$ cat config.mk
export PLATFORM = sky130hd
export DESIGN_NAME = eyelid_blink_sequencer_top
export DESIGN_NICKNAME = d
export VERILOG_FILES = /design/src/rtl/core/ebs_pkg.sv /design/src/rtl/core/eyelid_blink_sequencer_top.sv
export SDC_FILE = /design/constraint.sdc
export NUM_CORES = 2
export LEC_CHECK = 0
export BUFFER_PORTS_ARGS = -buffer_cell sky130_fd_sc_hd__buf_4
export CORE_UTILIZATION = 65
export DETAILED_ROUTE_END_ITERATION = 8
export MAX_ROUTING_LAYER = met4
export PLACE_DENSITY = 0.9
export SLEW_MARGIN = 0
export SYNTH_ARGS = -nofsm -noshare
export SYNTH_HDL_FRONTEND = slang
export SYNTH_SLANG_ARGS = --single-unit
$ cat constraint.sdc
create_clock -name clk -period 9.5 [get_ports clk]
set_clock_uncertainty 0.1 [all_clocks]
set_input_delay 1.9 -clock clk [delete_from_list [all_inputs] [get_ports clk]]
set_output_delay 1.9 -clock clk [all_outputs]
set_load 0.01 [all_outputs]
$ cat src/rtl/core/ebs_pkg.sv
// shared codes and constants for the eyelid blink sequencer
package ebs_pkg;

  localparam int IN_DATA_W  = 24;
  localparam int IN_USER_W  = 3;
  localparam int CFG_IDX_W  = 3;
  localparam int CFG_DATA_W = 32;

  // request kinds
  localparam logic [2:0] ACT_TICK    = 3'd0;
  localparam logic [2:0] ACT_BLINK   = 3'd1;
  localparam logic [2:0] ACT_DOUBLE  = 3'd2;
  localparam logic [2:0] ACT_HOLD    = 3'd3;
  localparam logic [2:0] ACT_RESTART = 3'd4;

  // hold codes
  localparam logic [1:0] HOLD_NONE   = 2'd0;
  localparam logic [1:0] HOLD_OPEN   = 2'd1;
  localparam logic [1:0] HOLD_CLOSED = 2'd2;

  // lid phases
  localparam logic [1:0] PH_IDLE    = 2'd0;
  localparam logic [1:0] PH_CLOSING = 2'd1;
  localparam logic [1:0] PH_CLOSED  = 2'd2;
  localparam logic [1:0] PH_OPENING = 2'd3;

  // configuration register indexes
  localparam logic [2:0] REG_RATE     = 3'd0;
  localparam logic [2:0] REG_DURATION = 3'd1;
  localparam logic [2:0] REG_AUTO     = 3'd2;
  localparam logic [2:0] REG_SEED     = 3'd3;
  localparam logic [2:0] REG_MIN_GAP  = 3'd4;
  localparam logic [2:0] REG_MAX_GAP  = 3'd5;

  localparam logic [11:0] RATE_MIN     = 12'd26;
  localparam logic [11:0] RATE_MAX     = 12'd2560;
  localparam logic [11:0] RATE_RESET   = 12'd256;
  localparam logic [15:0] DUR_MIN      = 16'd40;
  localparam logic [15:0] DUR_RESET    = 16'd150;
  localparam logic [15:0] MIN_GAP_RST  = 16'd2000;
  localparam logic [15:0] MAX_GAP_RST  = 16'd6000;
  localparam logic [31:0] SEED_DEFAULT = 32'hA5A5A5A5;

endpackage

$ cat src/rtl/core/eyelid_blink_sequencer_top.sv
// eyelid blink sequencer: phase timing, eased openness and random idle gaps
//
// One request is taken at a time; in_tready is high only between requests.
// A tick that moves the lid within the closing or opening phase runs the
// restoring divider that forms the progress fraction one quotient bit per
// cycle. Anything that draws a new idle gap (restart, hold release, end of a
// blink) makes two 32-step passes through the same divider, one for the random
// offset modulo the gap span and one for the scale by the rate; with an empty
// gap range the modulo pass is skipped. After reset the block first draws its
// gap before in_tready rises. A finished result sits in the output register
// until taken, while the next request may already be accepted.
module eyelid_blink_sequencer_top #(
  parameter int OPENNESS_BITS = 16
) (
  input  logic                                      clk,
  input  logic                                      rst_n,
  input  logic                                      in_tvalid,
  output logic                                      in_tready,
  // elapsed_ms[15:0], hold_mode[17:16]
  input  logic [ebs_pkg::IN_DATA_W-1:0]             in_tdata,
  // action[2:0]
  input  logic [ebs_pkg::IN_USER_W-1:0]             in_tuser,
  output logic                                      out_tvalid,
  input  logic                                      out_tready,
  // openness[OPENNESS_BITS:0], phase, hold_state
  output logic [((OPENNESS_BITS+5+7)/8)*8-1:0]      out_tdata,
  input  logic                                      cfg_we,
  input  logic [ebs_pkg::CFG_IDX_W-1:0]             cfg_index,
  input  logic [ebs_pkg::CFG_DATA_W-1:0]            cfg_wdata
);
  import ebs_pkg::*;

  localparam int OB    = OPENNESS_BITS;
  localparam int OUT_W = ((OB + 5 + 7) / 8) * 8;
  localparam logic [OB:0] ONE = {1'b1, {OB{1'b0}}};
  localparam logic [4:0] STEPS_FULL = 5'd31;
  localparam logic [4:0] STEPS_PROG = 5'(OB - 1);

  typedef enum logic [3:0] {
    S_IDLE, S_TICK, S_EVAL, S_PROG, S_DIV, S_POST, S_EASE, S_SCHED, S_GAP, S_DONE
  } state_t;

  typedef enum logic [1:0] {
    OP_MOD, OP_GAP, OP_PROG
  } div_op_t;

  state_t  state_r;
  div_op_t op_r;
  logic    boot_r;

  // configuration
  logic [11:0] rate_q8_r;
  logic [15:0] dur_r;
  logic        auto_en_r;
  logic [31:0] seed_r;
  logic [15:0] min_gap_r;
  logic [15:0] max_gap_r;

  // sequencer state
  logic [1:0]  phase_r;
  logic [OB:0] openness_r;
  logic [31:0] elapsed_r;
  logic [19:0] gap_r;
  logic [15:0] act_dur_r;
  logic        repeat_r;
  logic [1:0]  hold_r;
  logic [31:0] rng_r;

  // working registers
  logic [15:0] dt_r;
  logic [36:0] e25_r;
  logic [19:0] div_rem_r;
  logic [31:0] div_q_r;
  logic [19:0] div_dvsr_r;
  logic [4:0]  div_cnt_r;
  logic [2*OB+1:0] sq_r;
  logic        lower_r;

  logic        out_tvalid_r;
  logic [OUT_W-1:0] out_tdata_r;

  // combinational helpers
  logic [11:0] cfg_rate;
  logic [15:0] cfg_dur;
  logic [32:0] e_sum;
  logic [36:0] e25;
  logic [37:0] e25_plus;
  logic [19:0] d11;
  logic [17:0] d3;
  logic [15:0] span;
  logic [31:0] xs1, xs2, xs3;
  logic [20:0] rem2;
  logic [21:0] diff;
  logic        q_bit;
  logic [19:0] rem_step;
  logic [OB-1:0] t_val;
  logic [OB:0] om;
  logic [OB:0] sq_in;
  logic [OB:0] ease_lo, ease_hi, ease;
  logic [15:0] base;
  logic [31:0] seed_eff;
  logic        out_load;

  always_comb begin
    cfg_rate = cfg_wdata[11:0];
    if (cfg_rate < RATE_MIN) begin
      cfg_rate = RATE_MIN;
    end else if (cfg_rate > RATE_MAX) begin
      cfg_rate = RATE_MAX;
    end
    cfg_dur = (cfg_wdata[15:0] < DUR_MIN) ? DUR_MIN : cfg_wdata[15:0];

    e_sum    = {1'b0, elapsed_r} + {17'b0, dt_r};
    e25      = {1'b0, elapsed_r, 4'b0} + {2'b0, elapsed_r, 3'b0} + {5'b0, elapsed_r};
    e25_plus = {1'b0, e25_r} + 38'd25;
    d11      = {1'b0, act_dur_r, 3'b0} + {3'b0, act_dur_r, 1'b0} + {4'b0, act_dur_r};
    d3       = {1'b0, act_dur_r, 1'b0} + {2'b0, act_dur_r};
    span     = (max_gap_r > min_gap_r) ? (max_gap_r - min_gap_r) : 16'd0;
    seed_eff = (seed_r != 32'd0) ? seed_r : SEED_DEFAULT;

    xs1 = rng_r ^ (rng_r << 13);
    xs2 = xs1 ^ (xs1 >> 17);
    xs3 = xs2 ^ (xs2 << 5);

    // one restoring division step
    rem2     = {div_rem_r, div_q_r[31]};
    diff     = {1'b0, rem2} - {2'b0, div_dvsr_r};
    q_bit    = ~diff[21];
    rem_step = q_bit ? diff[19:0] : rem2[19:0];

    // ease in/out quadratic
    t_val   = div_q_r[OB-1:0];
    om      = ONE - {1'b0, t_val};
    sq_in   = t_val[OB-1] ? {om[OB-1:0], 1'b0} : {1'b0, t_val};
    ease_lo = sq_r[OB-1 +: OB+1];
    ease_hi = ONE - sq_r[OB+1 +: OB+1];
    ease    = lower_r ? ease_lo : ease_hi;

    base = min_gap_r + div_rem_r[15:0];

    out_load = (state_r == S_DONE) && (!out_tvalid_r || out_tready);
  end

  assign in_tready  = (state_r == S_IDLE);
  assign out_tvalid = out_tvalid_r;
  assign out_tdata  = out_tdata_r;

  always_ff @(posedge clk) begin
    if (!rst_n) begin
      state_r      <= S_SCHED;
      op_r         <= OP_MOD;
      boot_r       <= 1'b1;
      rate_q8_r    <= RATE_RESET;
      dur_r        <= DUR_RESET;
      auto_en_r    <= 1'b1;
      seed_r       <= 32'd0;
      min_gap_r    <= MIN_GAP_RST;
      max_gap_r    <= MAX_GAP_RST;
      phase_r      <= PH_IDLE;
      openness_r   <= ONE;
      elapsed_r    <= 32'd0;
      gap_r        <= 20'd0;
      act_dur_r    <= DUR_RESET;
      repeat_r     <= 1'b0;
      hold_r       <= HOLD_NONE;
      rng_r        <= SEED_DEFAULT;
      div_cnt_r    <= 5'd0;
      out_tvalid_r <= 1'b0;
    end else begin
      if (cfg_we) begin
        unique case (cfg_index)
          REG_RATE:     rate_q8_r <= cfg_rate;
          REG_DURATION: dur_r     <= cfg_dur;
          REG_AUTO:     auto_en_r <= cfg_wdata[0];
          REG_SEED:     seed_r    <= cfg_wdata;
          REG_MIN_GAP:  min_gap_r <= cfg_wdata[15:0];
          REG_MAX_GAP:  max_gap_r <= cfg_wdata[15:0];
          default: ;
        endcase
      end

      if (out_load) begin
        out_tvalid_r <= 1'b1;
        out_tdata_r  <= OUT_W'({hold_r, phase_r, openness_r});
      end else if (out_tready) begin
        out_tvalid_r <= 1'b0;
      end

      unique case (state_r)
        S_IDLE: begin
          if (in_tvalid) begin
            unique case (in_tuser) inside
              ACT_TICK: begin
                dt_r    <= in_tdata[15:0];
                state_r <= S_TICK;
              end
              ACT_BLINK, ACT_DOUBLE: begin
                if (hold_r == HOLD_NONE) begin
                  act_dur_r <= dur_r;
                  repeat_r  <= (in_tuser == ACT_DOUBLE);
                  phase_r   <= PH_CLOSING;
                  elapsed_r <= 32'd0;
                end
                state_r <= S_DONE;
              end
              ACT_HOLD: begin
                if (in_tdata[17:16] == HOLD_OPEN) begin
                  hold_r     <= HOLD_OPEN;
                  openness_r <= ONE;
                  phase_r    <= PH_IDLE;
                  state_r    <= S_DONE;
                end else if (in_tdata[17:16] == HOLD_CLOSED) begin
                  hold_r     <= HOLD_CLOSED;
                  openness_r <= '0;
                  phase_r    <= PH_IDLE;
                  state_r    <= S_DONE;
                end else begin
                  hold_r     <= HOLD_NONE;
                  openness_r <= ONE;
                  state_r    <= S_SCHED;
                end
              end
              ACT_RESTART: begin
                rng_r      <= seed_eff;
                openness_r <= ONE;
                phase_r    <= PH_IDLE;
                repeat_r   <= 1'b0;
                hold_r     <= HOLD_NONE;
                state_r    <= S_SCHED;
              end
              default: state_r <= S_DONE;
            endcase
          end
        end

        S_TICK: begin
          if (hold_r == HOLD_OPEN) begin
            openness_r <= ONE;
            state_r    <= S_DONE;
          end else if (hold_r == HOLD_CLOSED) begin
            openness_r <= '0;
            state_r    <= S_DONE;
          end else begin
            elapsed_r <= e_sum[32] ? 32'hFFFF_FFFF : e_sum[31:0];
            state_r   <= S_EVAL;
          end
        end

        S_EVAL: begin
          if (phase_r == PH_IDLE) begin
            if (auto_en_r && (elapsed_r >= {12'd0, gap_r})) begin
              act_dur_r <= dur_r;
              repeat_r  <= 1'b0;
              phase_r   <= PH_CLOSING;
              elapsed_r <= 32'd0;
            end
            state_r <= S_DONE;
          end else begin
            e25_r   <= e25;
            state_r <= S_PROG;
          end
        end

        S_PROG: begin
          if (phase_r == PH_CLOSED) begin
            openness_r <= '0;
            if (e25_plus > {20'd0, d3}) begin
              phase_r   <= PH_OPENING;
              elapsed_r <= 32'd0;
            end
            state_r <= S_DONE;
          end else if (e25_r >= {17'd0, d11}) begin
            elapsed_r <= 32'd0;
            if (phase_r == PH_CLOSING) begin
              openness_r <= '0;
              phase_r    <= PH_CLOSED;
              state_r    <= S_DONE;
            end else begin
              openness_r <= ONE;
              if (repeat_r) begin
                repeat_r <= 1'b0;
                phase_r  <= PH_CLOSING;
                state_r  <= S_DONE;
              end else begin
                state_r <= S_SCHED;
              end
            end
          end else begin
            div_rem_r  <= e25_r[19:0];
            div_q_r    <= 32'd0;
            div_dvsr_r <= d11;
            div_cnt_r  <= STEPS_PROG;
            op_r       <= OP_PROG;
            state_r    <= S_DIV;
          end
        end

        S_DIV: begin
          div_rem_r <= rem_step;
          div_q_r   <= {div_q_r[30:0], q_bit};
          div_cnt_r <= div_cnt_r - 5'd1;
          if (div_cnt_r == 5'd0) begin
            state_r <= S_POST;
          end
        end

        S_POST: begin
          unique case (op_r)
            OP_MOD: state_r <= S_GAP;
            OP_GAP: begin
              gap_r     <= div_q_r[19:0];
              elapsed_r <= 32'd0;
              phase_r   <= PH_IDLE;
              boot_r    <= 1'b0;
              state_r   <= boot_r ? S_IDLE : S_DONE;
            end
            default: begin
              sq_r    <= sq_in * sq_in;
              lower_r <= ~t_val[OB-1];
              state_r <= S_EASE;
            end
          endcase
        end

        S_EASE: begin
          openness_r <= (phase_r == PH_CLOSING) ? (ONE - ease) : ease;
          state_r    <= S_DONE;
        end

        S_SCHED: begin
          if (span != 16'd0) begin
            rng_r      <= xs3;
            div_rem_r  <= 20'd0;
            div_q_r    <= xs3;
            div_dvsr_r <= {4'd0, span};
            div_cnt_r  <= STEPS_FULL;
            op_r       <= OP_MOD;
            state_r    <= S_DIV;
          end else begin
            div_rem_r <= 20'd0;
            state_r   <= S_GAP;
          end
        end

        S_GAP: begin
          div_rem_r  <= 20'd0;
          div_q_r    <= {8'd0, base, 8'd0};
          div_dvsr_r <= {8'd0, rate_q8_r};
          div_cnt_r  <= STEPS_FULL;
          op_r       <= OP_GAP;
          state_r    <= S_DIV;
        end

        S_DONE: begin
          if (out_load) begin
            state_r <= S_IDLE;
          end
        end

        default: state_r <= S_IDLE;
      endcase
    end
  end

endmodule

# Word-level counts from Yosys, hierarchy flattened

Index checks and enable logic that the tools add are counted.

Flip-flop bits (word level): 409
Output and inout bits: 26

Add/sub/neg operators: 14
Multipliers: 1
Order comparisons: 7
Equal/unequal tests: 50
Muxes and demuxes: 105
Bitwise logic cells: 7
Reduce and logical (&&, ||, !) cells: 51

Operator list:

| kind                                           | number |
|---|---|
| two-way mux 32 bit                             | 18 |
| two-way mux 17 bit                             | 11 |
| one-hot mux 32 bit (5 select lines)            | 1 |
| one-hot mux 32 bit (4 select lines)            | 1 |
| two-way mux 20 bit                             | 6 |
| one-hot mux 20 bit (3 select lines)            | 2 |
| two-way mux 16 bit                             | 7 |
| one-hot mux 17 bit (4 select lines)            | 1 |
| one-hot mux 32 bit (2 select lines)            | 1 |
| XOR 32 bit                                     | 2 |
| two-way mux 4 bit                              | 14 |
| one-hot mux 4 bit (10 select lines)            | 1 |
| adder 37 x 5 -> 38 bit (second input constant) | 1 |
| greater-than comparator 38 x 18 -> 1 bit       | 1 |
| adder 36 x 35 -> 37 bit                        | 1 |
| adder 37 x 32 -> 37 bit                        | 1 |
| >= comparator 37 x 20 -> 1 bit                 | 1 |
| multiplier 17 x 17 -> 34 bit                   | 1 |
| two-way mux 2 bit                              | 17 |
| one-hot mux 17 bit (2 select lines)            | 1 |
| subtractor 17 bit (first input constant)       | 2 |
| adder 32 x 16 -> 33 bit                        | 1 |
| >= comparator 32 x 20 -> 1 bit                 | 1 |
| one-hot mux 16 bit (2 select lines)            | 1 |
| 62 further kinds                               | 141 |

# Logic depth before layout (Yosys ltp)

Word-level depth: 6
Gate-level depth with buffers: 33
Mapped depth without buffers: 32

# Least setup slack after synthesis

Ideal clock, no wire load.

Kind: reg-to-reg
From: register div_q_r[3]
To: register sq_r[26] (data pin)
Arrival: 7533 ps
Data required time: 9142 ps
Path slack: 1609 ps
Cell stages (with the launch flop): 31
Cells stage by stage: edfxtp_1 > clkbuf_1 > or4_1 > nand2b_1 > or3_1 > nor3_1 > xnor2_1 > mux2_2 > nand2_1 > inv_1 > fa_1 > inv_1 > fa_1 > fa_1 > inv_1 > fa_1 > fa_1 > inv_1 > fa_1 > inv_1 > ha_1 > and4_1 > o21ai_0 > a2111oi_0 > o31a_1 > o2111ai_1 > nand2_1 > a21oi_1 > o21bai_1 > a21oi_1 > xnor2_1

Word-level cells in the longest chain between the ends: 3

RTL lines:

| what                           | RTL line                          | source |
|---|---|---|
| from (decl)                    | eyelid_blink_sequencer_top.sv:73  | `logic [31:0] div_q_r;` |
| from (signal assigned)         | eyelid_blink_sequencer_top.sv:300 | `div_q_r <= {div_q_r[30:0], q_bit};` |
| from (signal assigned)         | eyelid_blink_sequencer_top.sv:334 | `div_q_r <= xs3;` |
| from (signal assigned)         | eyelid_blink_sequencer_top.sv:347 | `div_q_r <= {8'd0, base, 8'd0};` |
| subtractor 1 x 16 -> 16 bit    | eyelid_blink_sequencer_top.sv:133 | `om = ONE - {1'b0, t_val};` |
| two-way mux 17 bit *           | eyelid_blink_sequencer_top.sv:134 | `sq_in = t_val[OB-1] ? {om[OB-1:0], 1'b0} : {1'b0, t_val};` |
| multiplier 17 x 17 -> 34 bit * | eyelid_blink_sequencer_top.sv:318 | `sq_r <= sq_in * sq_in;` |
| to (signal assigned)           | eyelid_blink_sequencer_top.sv:318 |  |
| to (decl)                      | eyelid_blink_sequencer_top.sv:76  | `logic [2*OB+1:0] sq_r;` |

Every way passes the cells marked *; elsewhere a longest branch is shown, timed or not.
A chain may end at the register's enable or synchronous reset.

# Worst setup path after layout

From: register div_q_r[3]
To: register sq_r[32] (data pin)

Same word-level chain as after synthesis.

==> impl_results.md <==
- Worst path slowest cell: or4_1
- H-Tree Depth: 2
- # Post-CTS Setup Buffers: 0
- Later-pin clock latency in the skew report: 600 ps
- Register area share after synthesis: 0.278
- Avg Synthesized Cell Area: 8.87 um^2
- Hold Crit Class: flip-flop to flip-flop
- # port buffers: 83
- Die ar.: 53800 um^2
- Synth top area cells: edfxtp_1 14%, fa_1 14%, dfxtp_1 13%, ha_1 12%, nand2_1 5.4%
- Share of cells above drive strength 1: 0.0620
- Critical Path Max Stage Delay: 590 ps
- Final Max Tran Viols: 0
- XOR/XNOR share of the synthesized area: 0.0619
- Post-route ant nets: 0
- CTS tree: built
- GP Congestion: 1.00
- Initial antenna violation count: 0
- Main synth FF type: dfxtp_1
- CP Class: flip-flop to flip-flop
- Initial core utilization: 0.664
- Number of remaining DRC errors: 0
- Vias per cell: 6.37
- Post-Synth Adder-Cell Area: 0.260
- Min Tclk post-route: 9040 ps
- Hold buffer count at cts: 0
- Synth async-reset ratio: 0
- Clock root cell: clkbuf_16
- Largest net degree at the start of global routing: 101
- First-pass GRT wire length: 151 mm
- Die W: 232 um
- # nets final: 4537
- Simple-Gate Fraction of Synth Area: 0.161
- Vias in the first global route: 29092
- Synth Area in Compound Gates: 0.153
- Post-synthesis mux area share: 0.0218
- Die Height: 232 um
- DRT iter0 DRCs: 3482
- Measured slew at the worst slew-check pin: 1110 ps
- Final setup fails: 0
- Syn-to-layout area delta: 7.72%
- Share of the synthesized area in the top cell type: 0.145
- CTS resizes: 0
- Worst slew margin: 0.257
- Core Area: 51800 um^2
- Largest area contributor in the synthesized netlist: edfxtp_1
- Post-synth EDFFs: 166
- Wire per inst: 20.2 um
- Worst-path maximum fanout: 10
- Fmax: 0.111 GHz
- Final Hold Viols: 0
- Total CTS buffers: 44
- GRT Overall Usage: 0.362
- HPWL after DPL: 69.3 mm
- Endpoint class of the critical path: flip-flop
- Required time of the critical path: 9750 ps
- Setup TNS: 0 ps
- Clock Path Buffers: 3
- CP most frequent cell: fa_1
- Num ports: 93
- Cells after synthesis: 3877
- Post-Synthesis Cell Area: 34400 um^2
- Yosys warning count: 0
- Main combinational cell family by area after synthesis: adder cells
- Status: completed
- CTS sink cnt: 394
- Detailed Route WL: 93.4 mm
- Max-cap violations: 0
- Row Count: 83
- Period utilisation layout: 0.952
- FF+latch count, synth: 394
- Startpoint Class: flip-flop
- Synth cell types: 93
- Reg2reg setup slack: 460 ps
- Pre-antenna DRT Iters: 9
- Grt ovf: 0
- Reg clk slew, reported paths: 60 ps
- Vias after detailed routing: 29386
- Critical Path AT: 9300 ps
- Most frequent cells in the layout: 499 x nand2_1, 417 x inv_1, 333 x ha_1
- Unrepaired setup endpoints after global routing: no
- Commonest non-fill, non-tap cell in the layout: nand2_1
## final timing paths
| path | from | to | cells after the start |
|---|---|---|---|
| max reg2reg | div_q_r[3]$_DFFE_PP_ | sq_r[32]$_DFFE_PP_ | 29 |
| min reg2reg | openness_r[6]$_SDFFE_PN0P_ | out_tdata[6]$_DFFE_PP_ | 0 |
| max | div_q_r[3]$_DFFE_PP_ | sq_r[32]$_DFFE_PP_ | 29 |
| min | openness_r[6]$_SDFFE_PN0P_ | out_tdata[6]$_DFFE_PP_ | 0 |
## through the flow
step,util,setup slack [ps],std cells,hold slack [ps],instance area (um^2)
after floorplan,-,1610,3893,308,34500
after global placement,0.687,962,4532,326,35600
after detailed placement,0.687,687,4532,315,35600
after CTS,0.715,571,4613,335,37000
after global routing,0.715,20.2,4613,336,37000
final,0.715,457,4614,330,37000
## registers in the layout, indices dropped and copies added, names as in the netlist, 12 cells and up
register	flops
dt_r	16
openness_r	17
div_q_r	32
out_tdata	21
rng_r	32
dur_r	16
e25_r	37
sq_r	19
min_gap_r	16
max_gap_r	16
seed_r	32
gap_r	20
rate_q8_r	12
div_rem_r	20
elapsed_r	32
act_dur_r	16
div_dvsr_r	20
## synth_stat cells, types with 16 or more instances
cell,number
nand2_1,499
inv_1,418
ha_1,333
a21oi_1,280
nor2_1,250
fa_1,239
dfxtp_1,228
edfxtp_1,166
xnor2_1,161
o21ai_0,129
clkbuf_1,123
nand3_1,112
xor2_1,82
mux2i_1,62
a21o_1,58
nor3_1,56
o21ai_1,47
nand2b_1,45
a211oi_1,33
and3_1,33
nand4_1,30
nor2b_1,28
nor4_1,27
a22oi_1,26
o211ai_1,24
or3_1,24
a31oi_1,23
o21bai_1,22
o21a_1,19
and2_1,16
o31ai_1,16
## critical path, delay by kind of cell, from the launching register on
| family | cells | cell delay [ps] |
|---|---|---|
| adder cells (fa/ha/maj) | 7 | 3370 |
| XOR/XNOR | 2 | 230 |
| AND/OR/NAND/NOR | 7 | 1900 |
| AO/OA/AOI/OAI | 7 | 1980 |
| flip-flops | 1 | 530 |
| multiplexers | 1 | 400 |
| buffers and inverters | 5 | 280 |
## logic make-up after synthesis
kind of cell	Yosys count
multiplexers	73
AO/OA/AOI/OAI	825
AND/OR/NAND/NOR	1192
buffers and inverters	576
adder cells (fa/ha/maj)	572
XOR/XNOR	243
flip-flops	394
other	2
## layer usage
layer  up-vias  part of all wire  global-route usage
met3       326              0.11              0.0819
met1     14010              0.39               0.455
met4         0             0.038               0.126
met2      1655              0.46               0.575
li1      13395                 -                   -
met5         -                 0                   -
## area by class of cell
type | count | area [um^2]
timing repair buffer | 109 | 818
clock buffer | 63 | 1280
inverter | 426 | 1600
fill | 3536 | 14800
antenna | 1 | 2.50
tap | 680 | 851
clock inverter | 18 | 184
sequential | 394 | 9550
multi-input combinational | 2923 | 22800
Power is not shown: default switching activity piles up to over one toggle a cycle in this logic, so the estimate is an artifact.
